<file path="config.mk">
export PLATFORM = sky130hd
export DESIGN_NAME = dpfrc_ctrl
export DESIGN_NICKNAME = d
export VERILOG_FILES = /design/src/hdl/dedup_packet_fifo_with_range_count_assert.svh /design/src/hdl/dpfrc_pkg.sv /design/src/hdl/dpfrc_ctrl.sv
export SDC_FILE = /design/constraint.sdc
export NUM_CORES = 1
export LEC_CHECK = 0
export ABC_AREA = 1
export BUFFER_PORTS_ARGS = -buffer_cell sky130_fd_sc_hd__buf_2
export CAP_MARGIN = 10
export CORE_AREA = 5 5 42 44
export DETAILED_ROUTE_END_ITERATION = 10
export DIE_AREA = 0 0 47 49
export SLEW_MARGIN = 5
export SYNTH_ARGS = -nofsm -noshare
export SYNTH_HDL_FRONTEND = slang
export SYNTH_SLANG_ARGS = --single-unit
</file>
<file path="constraint.sdc">
create_clock -name clk -period 0.8 [get_ports clk]
set_input_delay 0.16 -clock clk [delete_from_list [all_inputs] [get_ports clk]]
set_output_delay 0.16 -clock clk [all_outputs]
set_load 0.01 [all_outputs]
</file>
<file path="src/hdl/dedup_packet_fifo_with_range_count_assert.svh">
// ----------------------------------------------------------------------------
// Assertion macros for the deduplicating packet FIFO
// Clocked concurrent checks, disabled while reset is asserted.
// ----------------------------------------------------------------------------
`ifndef DEDUP_PACKET_FIFO_WITH_RANGE_COUNT_ASSERT_SVH
`define DEDUP_PACKET_FIFO_WITH_RANGE_COUNT_ASSERT_SVH

// Same-cycle implication
`define DPFRC_ASSERT_SAME(label, clk, rst_n, ante, cons) \
	label: assert property (@(posedge clk) disable iff (!rst_n) (ante) |-> (cons)) \
		else $error("assertion failed: same-cycle check");

// Next-cycle implication
`define DPFRC_ASSERT_NEXT(label, clk, rst_n, ante, cons) \
	label: assert property (@(posedge clk) disable iff (!rst_n) (ante) |=> (cons)) \
		else $error("assertion failed: next-cycle check");

`endif

</file>
<file path="src/hdl/dpfrc_pkg.sv">
`timescale 1ns / 1ps
// ----------------------------------------------------------------------------
// dpfrc_pkg
// Shared types, codes and constants of the deduplicating packet FIFO.
// ----------------------------------------------------------------------------
package dpfrc_pkg;

	localparam int unsigned DEPTH_DEFAULT = 1024;
	localparam int unsigned LIMIT_W       = 11;
	localparam int unsigned LIMIT_RESET   = 1024;
	localparam int unsigned COUNT_W       = 11;
	localparam int unsigned COUNT_MAX     = 2047;

	typedef enum logic [1:0] {
		OP_ADD   = 2'd0,
		OP_FWD   = 2'd1,
		OP_COUNT = 2'd2,
		OP_NONE  = 2'd3
	} op_t;

	typedef enum logic [2:0] {
		ST_IDLE,
		ST_PREP,
		ST_SCAN,
		ST_DRAIN,
		ST_FINISH
	} state_t;

	typedef struct packed {
		logic [1:0]  op;
		logic [15:0] src_id;
		logic [15:0] dst_id;
		logic [31:0] stamp;
		logic [31:0] window_start;
		logic [31:0] window_end;
	} in_item_t;

	typedef struct packed {
		logic        accepted;
		logic        packet_valid;
		logic [15:0] out_src;
		logic [15:0] out_dst;
		logic [31:0] out_stamp;
		logic [10:0] match_count;
	} out_item_t;

	typedef struct packed {
		logic [15:0] src;
		logic [15:0] dst;
		logic [31:0] stamp;
	} entry_t;

	// controller to datapath
	typedef struct packed {
		logic load;
		logic issue;
		logic finish;
	} ctrl_cmd_t;

	// datapath to controller
	typedef struct packed {
		logic len_zero;
		logic issue_last;
	} ctrl_status_t;

endpackage

</file>
<file path="src/hdl/dpfrc_ctrl.sv">
`timescale 1ns / 1ps
// ----------------------------------------------------------------------------
// dpfrc_ctrl
// Sequencer: prepare, scan live entries, drain the read stage, finish.
// ----------------------------------------------------------------------------
module dpfrc_ctrl (
	input  logic                    clk,
	input  logic                    arst_n,
	input  logic                    start,
	input  dpfrc_pkg::ctrl_status_t status,
	output dpfrc_pkg::ctrl_cmd_t    cmd,
	output logic                    busy
);

	dpfrc_pkg::state_t state_q;
	dpfrc_pkg::state_t state_next;

	// hold state
	always_ff @(posedge clk or negedge arst_n) begin
		if (!arst_n) begin
			state_q <= dpfrc_pkg::ST_IDLE;
		end else begin
			state_q <= state_next;
		end
	end

	// advance sequence
	always_comb begin
		state_next = state_q;
		cmd        = '0;
		busy       = 1'b1;
		case (state_q)
			dpfrc_pkg::ST_IDLE: begin
				busy = 1'b0;
				if (start) begin
					cmd.load   = 1'b1;
					state_next = dpfrc_pkg::ST_PREP;
				end
			end
			dpfrc_pkg::ST_PREP: begin
				state_next = status.len_zero ? dpfrc_pkg::ST_FINISH : dpfrc_pkg::ST_SCAN;
			end
			dpfrc_pkg::ST_SCAN: begin
				cmd.issue = 1'b1;
				if (status.issue_last) begin
					state_next = dpfrc_pkg::ST_DRAIN;
				end
			end
			dpfrc_pkg::ST_DRAIN: begin
				state_next = dpfrc_pkg::ST_FINISH;
			end
			dpfrc_pkg::ST_FINISH: begin
				cmd.finish = 1'b1;
				state_next = dpfrc_pkg::ST_IDLE;
			end
			default: begin
				state_next = dpfrc_pkg::ST_IDLE;
			end
		endcase
	end

endmodule

</file>
# Word-level counts from Yosys, hierarchy flattened

Cells that the tools add are included.

Register bits: 3
Output and inout port bits: 4

Equality and inequality tests: 6
Muxes and demuxes: 9
Reduce and logical (&&, ||, !) cells: 2

Operators with widths:

| operator           | number |
|---|---|
| $pmux 3 s4         | 1 |
| $mux 3             | 3 |
| $eq 3x2->1 const B | 2 |
| $mux 1             | 5 |
| $ne 2x2->1 const B | 2 |
| $eq 3x1->1 const B | 1 |
| $eq 3x3->1 const B | 1 |
| $logic_not 3->1    | 1 |
| $reduce_and 2->1   | 1 |

# Longest topological paths before layout

Gate-level depths: netlist (run 1).

Depth in word-level cells: 3
Gate-level depth with buffers: 4

# Least setup slack after synthesis (run 1)

Ideal clock, no wire load.

Kind: register to output
Start: register state_q[0]
End: output port cmd[2] (netlist bit)
Arrival time: 829 ps
Path slack: -189 ps
Cell stages (with the launch flop): 4
Buffers on the path: 0
Cells stage by stage: dfrtp_1 -> nor2_4 -> nand2_1 -> nor2_1

RTL lines:

| item                   | line             | source |
|---|---|---|
| from (decl)            | dpfrc_ctrl.sv:15 | `dpfrc_pkg::state_t state_q;` |
| from (signal assigned) | dpfrc_ctrl.sv:21 | `state_q <= dpfrc_pkg::ST_IDLE;` |
| from (signal assigned) | dpfrc_ctrl.sv:23 | `state_q <= state_next;` |
| to (decl)              | dpfrc_ctrl.sv:11 | `output dpfrc_pkg::ctrl_cmd_t cmd,` |

==> results.toml, run 1 <==
[placed_design]
numPortBuffers = 8
place.gp.congestion = 0.651
post-dp-hpwl_um = 308
place_inst = 49
pre_cts_setup_slack_ns = -0.201

[power]
sw_share_pct = 40.3
ir_drop_mv = 0.640
internal_pwr_total_uw = 843
power.leakage_nw = 0.180
clkPwrFrac_pct = 18.6
cellPowerDensity_nw_per_um2 = 4030
power_switching_uw = 568
comb_power_share_pct = 60.8
fraction_of_power_consumed_by_sequential_logic_pct = 20.6

[drt]
wl_met1_um = 138
vias_per_cell = 3.61
drtAntennaViolNets = 0
met2RoutedLength_um = 282
wl_met3_um = 46
drt_first_iter_violations = 0
route.vias.total = 206
drcViolationCount = 0
firstDrtPassIters = 1
wl_um = 468
detail_route.wl_per_cell_um = 8.21
top_layer = "met3"

[global_routing]
antenna_found_initial = 0
wire_length_of_the_first_global_routing_pass_um = 745
grt_overflow = 0
gr-usage-all-layers_pct = 5.09
vias_in_the_first_global_route = 213
grt_start_max_net_pins = 5

[critical_path]
critical_path.cell_chain = "buf_4 > nor3_2 > buf_2"
worst_endpoint_data_arrival_time_ns = 1.06
critPathLaunchType = "register"
path_max_fanout = 2
crit_path_top_delay_cell = "sky130_fd_sc_hd__dfrtp_1"
worst_endpoint_required_time_ns = 0.64
path_class = "reg -> out"
worstSetupEndpointType = "primary output"
cp_slowest_stage_delay_ns = 0.40

[synth]
synth.yosys.warnings = 0
synth.cell_area_um2 = 166
syn_area_per_cell_um2 = 7.56
synthDistinctLibCells = 9
syn-instance-count = 22
yosys_reg_bits = 3
synth.net_count = 27
yosysSeqAreaShare_pct = 45.1

[clock_tree]
cts.clk_slew.worst_paths_ns = 0.04
cts_tree = "built"
cts.sinks = 3
h-tree-depth = 1
worst_skew_pair.late_latency_ns = 0.23
cts-buffers-inserted = 3
clock_tree.buffer_depth = 2
clk_root_buffer_cell = "sky130_fd_sc_hd__clkbuf_4"

[finish]
largestRegisters = "state_q x3"
flip_flop_count_of_the_largest_register_after_layout = 3
drive_gt1_share_pct = 73.2
mostFrequentLayoutCells = "sky130_fd_sc_hd__buf_2, sky130_fd_sc_hd__buf_4"
syn_to_final_growth_pct = 111
number_of_antenna_cells_inserted = 0
mostFrequentLayoutCell = "sky130_fd_sc_hd__buf_2"
largest-register = "state_q"
num-nets-final = 47
fin_cells = 57

[timing]
holdWs_ns = 0.178
drv_slew = 0
setup_repair_after_global_routing_missed_its_margin = "true"
period_minus_slack_ns = 1.22
timing.final.setup_violations = 7
finalCritPeriodShare_pct = 153
timing_hold_violations_final = 0
max_clock_skew_ns = 0.000830
max_slew.worst_pin.slew_ns = 0.200
maxSlewHeadroom_pct = 86.6
final.setup.worst_slack_ns = -0.422
fmax_mhz = 819

[worst_hold_path]
hold_class = "in -> reg"

[die]
design.die.area_um2 = 2300
row_count = 14
dieWidth_um = 47
floorplan.initialDensity_pct = 11.9
io_pins = 9
core_area_um2 = 1400
die_h_um = 49

[run_status]
violated_checks = "setup timing"
outcome = "complete, but fails checks"

[flow_run]
maxCapViolCount = 0
==> path summary, 6_finish.rpt <==
| check | from | endpoint | slack, ns | cells past startpoint |
|---|---|---|---|---|
| max | state_q[0]$_DFFE_PN0P_ | cmd[0] | -0.42 | 3 |
| min | status[1] | state_q[2]$_DFFE_PN0P_ | 0.18 | 3 |
| max reg2reg | state_q[2]$_DFFE_PN0P_ | state_q[2]$_DFFE_PN0P_ | -0.11 | 5 |
| min reg2reg | state_q[1]$_DFFE_PN0P_ | state_q[2]$_DFFE_PN0P_ | 0.63 | 2 |
| max in group asynchronous | arst_n | state_q[0]$_DFFE_PN0P_ | 0.44 | 2 |
| min in group asynchronous | arst_n | state_q[1]$_DFFE_PN0P_ | 0.25 | 2 |
==> per-layer routing <==
layer / vias up / global-route usage (%)
met2: 4 / 7.69
met1: 98 / 3.78
met3: 0 / 3.32
met4: 0 / 5.53
met5: - / 0
li1: 104 / -
==> kinds of logic after synthesis <==
family / Yosys count / synth area share, %
and+or+nand+nor: 13 / 38.3
buffers and inverters: 5 / 11.3
DFF: 3 / 45.1
AOI/OAI and AO/OA: 1 / 5.26
==> metrics by stage <==
step	instance area [um^2]	TNS [ns]	util (%)	power [mW]
detailed placement	262	-0.833	18.7	0.894
global route	350	-2.30	25.0	1.52
floorplan	179	-0.302	-	0.656
global placement	262	-0.829	18.7	0.893
finish	350	-1.95	25.0	1.41
CTS	333	-1.90	23.8	1.33
==> repair_timing <==
action / CTS / global route
buffers inserted: 2 / 1
pin swaps: 3 / 2
gates resized for setup: 5 / 4
hold buffers: 1 / 0
endpoints found under the hold margin: 3 / 0
endpoints found under the setup margin: 6 / 7
==> power groups by stage <==
stage | Sequential, mW | Clock, mW | Combinational (mW)
after global routing | 0.299 | 0.283 | 0.938
after detailed placement | 0.298 | 0 | 0.595
after global placement | 0.298 | 0 | 0.595
after CTS | 0.287 | 0.278 | 0.769
final | 0.290 | 0.263 | 0.858
after floorplan | 0.287 | 0 | 0.370
==> layout make-up <==
| type | count | area, um^2 |
|---|---|---|
| Inverter | 5 | 18.8 |
| Timing Repair Buffer | 15 | 105 |
| Multi-Input combinational cell | 14 | 105 |
| Fill cell | 163 | 1050 |
| Tap cell | 16 | 20.0 |
| Clock buffer | 4 | 26.3 |
| Sequential cell | 3 | 75.1 |
==> critical path: cells and delay by family, from the launching register on <==
family                 cells  cell delay (ns)
AND/OR/NAND/NOR            1             0.13
flip-flops                 1             0.40
buffers and inverters      2             0.30
==> synth_stat cells (all sizes together) <==
| cell type | number | area, um^2 |
|---|---|---|
| o21ai | 1 | 8.76 |
| nor3 | 1 | 5.00 |
| nand2 | 3 | 11.3 |
| nand3 | 3 | 15.0 |
| dfrtp | 3 | 75.1 |
| nor2 | 6 | 32.5 |
| inv | 5 | 18.8 |
Note: power is estimated with default switching activity, not from simulation.
==> inputs of run 2 (changes only) <==
--- a/config.mk
+++ b/config.mk
@@ -5,12 +5,11 @@
 export SDC_FILE = /design/constraint.sdc
 export NUM_CORES = 1
 export LEC_CHECK = 0
-export ABC_AREA = 1
 export BUFFER_PORTS_ARGS = -buffer_cell sky130_fd_sc_hd__buf_2
 export CAP_MARGIN = 10
-export CORE_AREA = 5 5 42 44
+export CORE_AREA = 2 2 39 41
 export DETAILED_ROUTE_END_ITERATION = 10
-export DIE_AREA = 0 0 47 49
+export DIE_AREA = 0 0 41 43
 export SLEW_MARGIN = 5
 export SYNTH_ARGS = -nofsm -noshare
 export SYNTH_HDL_FRONTEND = slang
==> run 2 against run 1 <==
Effect of this change:
- the run still ends with setup timing left
- largest power group unchanged
- area after synthesis is 8.3% lower
- critical path depth stayed put
- utilization is 1.9 points lower
- first-iteration DRC count is 3 higher
- largest cell class unchanged
- clock skew hardly changed
- via count is 23% lower
- count of clock-buffer cells in the layout stayed put
- sequential power is 16% lower
- non-clock buffer count is 3 lower
- sequential cell count stayed put
- die area is 23% lower
- combinational power is 24% lower
==> results.toml, run 2 <==
[die]
core_area_um2 = 1380
floorplan.initialDensity_pct = 11.0
io_pins = 9
design.die.area_um2 = 1760
die_h_um = 43
dieWidth_um = 41
row_count = 14

[timing]
holdWs_ns = 0.254
period_minus_slack_ns = 1.34
max_slew.worst_pin.slew_ns = 0.162
timing_hold_violations_final = 0
setup_repair_after_global_routing_missed_its_margin = "true"
finalCritPeriodShare_pct = 167
timing.final.setup_violations = 6
max_clock_skew_ns = 0.000511
final.setup.worst_slack_ns = -0.535
fmax_mhz = 749
maxSlewHeadroom_pct = 89.1
drv_slew = 0

[synth]
yosysSeqAreaShare_pct = 49.2
synthDistinctLibCells = 10
yosys.cell_count.top_type = "sky130_fd_sc_hd__dfrtp_1"
synth.net_count = 19
synth_top_area_share_pct = 49.2
postSynth.asyncResetShare_pct = 100
synth.yosys.warnings = 0
synth_enable_flop_cells = 0
post-synth-top-area-cell = "sky130_fd_sc_hd__dfrtp_1"
syn_area_per_cell_um2 = 10.9
synth.cell_area_um2 = 153
netlist_top_cells_area = "sky130_fd_sc_hd__dfrtp_1, sky130_fd_sc_hd__nor3b_2, sky130_fd_sc_hd__or3_4"
yosys_reg_bits = 3
syn-instance-count = 14
synthFlopType = "sky130_fd_sc_hd__dfrtp_1"
post_synth_most_frequent_cells = "sky130_fd_sc_hd__dfrtp_1, sky130_fd_sc_hd__inv_1, sky130_fd_sc_hd__nor3_1"

[critical_path]
path_max_fanout = 2
worst_r2r_path_depth = 3
worst_endpoint_required_time_ns = 0.64
worstSetupEndpointType = "primary output"
critPathLaunch = "state_q[0]$_DFFE_PN0P_"
worst_endpoint_data_arrival_time_ns = 1.18
path_class = "reg -> out"
critPathLaunchType = "register"
r2r-start = "state_q[1]$_DFFE_PN0P_"

[placed_design]
place_inst = 41
post-dp-hpwl_um = 271
pre_cts_setup_slack_ns = -0.310
place.gp.congestion = 0.565
numPortBuffers = 8

[run_status]
outcome = "complete, but fails checks"
violated_checks = "setup timing"

[drt]
route.vias.total = 158
vias_per_cell = 3.43
drcViolationCount = 0
firstDrtPassIters = 2
wl_um = 362
drt_first_iter_violations = 3
drtAntennaViolNets = 0
detail_route.wl_per_cell_um = 7.87

[finish]
multi_input_area_um2 = 105
fin_cells = 46
drive_gt1_share_pct = 66.7
number_of_antenna_cells_inserted = 0
mostFrequentLayoutCell = "sky130_fd_sc_hd__buf_2"
seqCellArea_um2 = 75.1
syn_to_final_growth_pct = 110
largest-register = "state_q"
flip_flop_count_of_the_largest_register_after_layout = 3
num-nets-final = 36
largestRegisters = "state_q x3"
mostFrequentLayoutCells = "sky130_fd_sc_hd__buf_2, sky130_fd_sc_hd__clkbuf_4, sky130_fd_sc_hd__buf_6, sky130_fd_sc_hd__dfrtp_1"
fill_cells = 165

[global_routing]
antenna_found_initial = 0
vias_in_the_first_global_route = 146
wire_length_of_the_first_global_routing_pass_um = 531
gr-usage-all-layers_pct = 5.24
grt_start_max_net_pins = 6
grt_overflow = 0

[power]
ir_drop_mv = 0.786
power.leakage_nw = 0.149
cellPowerDensity_nw_per_um2 = 3600

[clock_tree]
worst_skew_pair.late_latency_ns = 0.23
clk_root_buffer_cell = "sky130_fd_sc_hd__clkbuf_4"
cts-buffers-inserted = 3
clock_tree.buffer_depth = 2
cts_tree = "built"
cts.clk_slew.worst_paths_ns = 0.04
post_cts.repair.setup_buffers = 0
cts.sinks = 3
h-tree-depth = 1

[worst_hold_path]
hold_class = "in -> async"

[flow_run]
maxCapViolCount = 0
-- run 2: logic make-up (layout without fill, tap and decap cells) --
group,after synthesis,after routing,synth area share (%)
flip-flops,3,3,49.2
multiplexers,1,1,6.56
buffers and inverters,2,18,4.92
AND/OR/NAND/NOR,7,7,33.6
AO/OA/AOI/OAI,1,1,5.74
-- run 2: through the flow --
step / TNS [ns] / power, mW / utilization, % / instance area [um^2]
after floorplan: -0.656 / 0.529 / - / 158
after global placement: -1.20 / 0.733 / 17.4 / 240
after detailed placement: -1.21 / 0.740 / 17.4 / 240
after CTS: -2.16 / 1.14 / 22.4 / 310
final: -2.06 / 1.15 / 23.1 / 320
after global routing: -2.31 / 1.23 / 23.1 / 320
-- run 2: power breakdown --
part           internal, mW  total (mW)  switching, mW
sequential            0.211       0.243         0.0322
combinational         0.355       0.648          0.293
clock                 0.187       0.261         0.0747
total                 0.753        1.15          0.400
-- run 2: worst paths after layout --
path / slack (ns) / endpoint
max in group asynchronous: 0.44 / state_q[1]$_DFFE_PN0P_
worst min register to register: 0.56 / state_q[2]$_DFFE_PN0P_
worst min-delay path: 0.25 / state_q[2]$_DFFE_PN0P_
min in group clk: 0.26 / state_q[0]$_DFFE_PN0P_
worst max-delay path: -0.54 / cmd[2]
worst max register to register: -0.15 / state_q[1]$_DFFE_PN0P_
-- run 2: per-layer routing --
metal  global-route usage, %  share of wire [%]
met1                    4.23                 31
met2                    6.56                 55
met3                    4.71                 14
met4                    6.00                  0
met5                       0                  0
-- run 2: area by class of cell --
class | count | share of cell area, %
clock buffer | 4 | 8.20
inverter | 2 | 2.34
multi-input combinational | 9 | 32.8
sequential | 3 | 23.4
tap | 16 | 6.25
timing repair buffer | 12 | 27.0
-- run 2: what timing repair did --
item | CTS | global route
endpoints found under the setup margin | 7 | 7
hold buffers | 1 | 0
gates resized for setup | 7 | 2
hold endpoints to repair | 3 | 0
pin swaps | 2 | 3
-- run 2: worst max-delay path, stage by stage (launching register included) --
cell and delay (ns):
sky130_fd_sc_hd__dfrtp_1 0.36, sky130_fd_sc_hd__or3_4 0.40, sky130_fd_sc_hd__nor2_4 0.09, sky130_fd_sc_hd__buf_6 0.10
==> inputs of run 3 (changes only) <==
--- a/config.mk
+++ b/config.mk
@@ -10,6 +10,7 @@
 export CORE_AREA = 2 2 39 41
 export DETAILED_ROUTE_END_ITERATION = 10
 export DIE_AREA = 0 0 41 43
+export SETUP_SLACK_MARGIN = 0.3
 export SLEW_MARGIN = 5
 export SYNTH_ARGS = -nofsm -noshare
 export SYNTH_HDL_FRONTEND = slang
==> run 3 against run 2 <==
Effect of this change:
- the run still ends with setup timing left
- largest power group unchanged
- global-route usage down 0.31 points
- highest routed layer unchanged
- first-iteration DRC count is 67% lower
- cell count rose by 6.5%
==> results.toml, run 3 (same netlist as run 2, synthesis figures left out) <==
[drt]
top_layer = "met3"
firstDrtPassIters = 2
drt_first_iter_violations = 1
vias_per_cell = 3.57
detail_route.wl_per_cell_um = 8.04
wl_um = 394
drcViolationCount = 0
drtAntennaViolNets = 0
wl_met3_um = 28
wl_met1_um = 146
met2RoutedLength_um = 219
route.vias.total = 175

[clock_tree]
h-tree-depth = 1
cts_tree = "built"
clk_root_buffer_cell = "sky130_fd_sc_hd__clkbuf_4"
worst_skew_pair.late_latency_ns = 0.23
cts.clk_slew.worst_paths_ns = 0.04
clock_tree.buffer_depth = 2
cts-buffers-inserted = 3
cts.sinks = 3

[power]
fraction_of_power_consumed_by_sequential_logic_pct = 19.9
comb_power_share_pct = 59.4
internal_pwr_total_uw = 831
ir_drop_mv = 0.896
clkPwrFrac_pct = 20.7
cellPowerDensity_nw_per_um2 = 3580
power.leakage_nw = 0.167
sw_share_pct = 33.2
power_switching_uw = 413

[run_status]
outcome = "complete, but fails checks"
violated_checks = "setup timing"

[timing]
holdWs_ns = 0.247
totalNegativeSetupSlack_ns = -2.43
final.setup.worst_slack_ns = -0.558
period_minus_slack_ns = 1.36
drv_slew = 0
max_slew.worst_pin.slew_ns = 0.174
fmax_mhz = 736
setup_repair_after_global_routing_missed_its_margin = "true"
finalCritPeriodShare_pct = 170
timing.final.setup_violations = 7
timing_hold_violations_final = 0
max_clock_skew_ns = 0.00103
maxSlewHeadroom_pct = 88.3

[finish]
fill_cells = 155
fin_cells = 49
mostFrequentLayoutCells = "sky130_fd_sc_hd__buf_2, sky130_fd_sc_hd__buf_6, sky130_fd_sc_hd__clkbuf_4, sky130_fd_sc_hd__dfrtp_1"
mostFrequentLayoutCell = "sky130_fd_sc_hd__buf_2"
drive_gt1_share_pct = 69.7
flip_flop_count_of_the_largest_register_after_layout = 3
num-nets-final = 39
largest-register = "state_q"
final_area_um2 = 348
syn_to_final_growth_pct = 128
number_of_antenna_cells_inserted = 0
utilization_after_layout_pct = 25.1
largestRegisters = "state_q x3"

[global_routing]
vias_in_the_first_global_route = 169
antenna_found_initial = 0
wire_length_of_the_first_global_routing_pass_um = 545
grt_start_max_net_pins = 6
grt_overflow = 0
gr-usage-all-layers_pct = 4.93

[critical_path]
path_max_fanout = 2
worst_endpoint_required_time_ns = 0.64
critPathLaunchType = "register"
crit_path_top_delay_cell = "sky130_fd_sc_hd__or3_4"
critical_path.cell_chain = "or3_4 > nor2_4 > buf_6"
path_class = "reg -> out"
r2r-start = "state_q[1]$_DFFE_PN0P_"
worst_r2r_path_depth = 5
critPathLaunch = "state_q[0]$_DFFE_PN0P_"
worstSetupEndpointType = "primary output"
worst_endpoint_data_arrival_time_ns = 1.20
cp_slowest_stage_delay_ns = 0.41

[placed_design]
place.gp.congestion = 0.548
numPortBuffers = 8
post-dp-hpwl_um = 299
detailed_place.area_um2 = 240
place_inst = 41

[die]
dieWidth_um = 41
core_area_um2 = 1380
floorplan.initialDensity_pct = 11.0
design.die.area_um2 = 1760
die_h_um = 43
row_count = 14
io_pins = 9

[flow_run]
maxCapViolCount = 0

[worst_hold_path]
hold_class = "in -> async"
[run 3: cell count changes in the layout (fill, tap and decap cells not counted), sizes merged]
cell / previous run / this run
buf: 11 / 14
[run 3: final timing paths]
path,end,slack [ns]
worst max-delay path,cmd[2],-0.56
max in group asynchronous,state_q[2]$_DFFE_PN0P_,0.44
min in group clk,state_q[2]$_DFFE_PN0P_,0.25
worst max register to register,state_q[0]$_DFFE_PN0P_,-0.27
worst min register to register,state_q[2]$_DFFE_PN0P_,0.56
worst min-delay path,state_q[0]$_DFFE_PN0P_,0.25
[run 3: metrics by stage]
step	power, mW	setup WS [ns]
finish	1.24	-0.558
global route	1.34	-0.592
CTS	1.16	-0.567
detailed placement	0.747	-0.328
global placement	0.734	-0.312
floorplan	0.528	-0.291
[run 3: cell type report]
class / count / area, um^2 / area share, %
inverter: 2 / 7.51 / 2.16
timing repair buffer: 15 / 120 / 34.5
sequential: 3 / 75.1 / 21.6
tap: 16 / 20.0 / 5.76
clock buffer: 4 / 26.3 / 7.55
multi-input combinational: 9 / 98.8 / 28.4
[run 3: routing by layer]
layer	vias up	global-route usage [%]
met5	-	0
met4	0	4.00
met3	0	3.14
met2	6	7.50
met1	83	4.21
li1	86	-
[run 3: power groups by stage]
stage	clock network [mW]	logic [mW]	registers [mW]
after floorplan	0	0.248	0.280
after global placement	0	0.495	0.239
after detailed placement	0	0.505	0.243
after CTS	0.277	0.637	0.249
after global routing	0.282	0.799	0.257
final	0.258	0.739	0.247
[run 3: repair_timing]
action | CTS | global route
endpoints found under the setup margin | 7 | 7
gates resized for setup | 8 | 3
endpoints found under the hold margin | 3 | 0
hold buffers | 1 | 0
pin swaps | 4 | 2
buffers inserted | 1 | 2
[run 3: worst max-delay path: cells and delay by family, from the launching register on]
family        cells  cell delay, ns
buf+inv           1            0.10
flops             1            0.38
simple gates      2            0.50
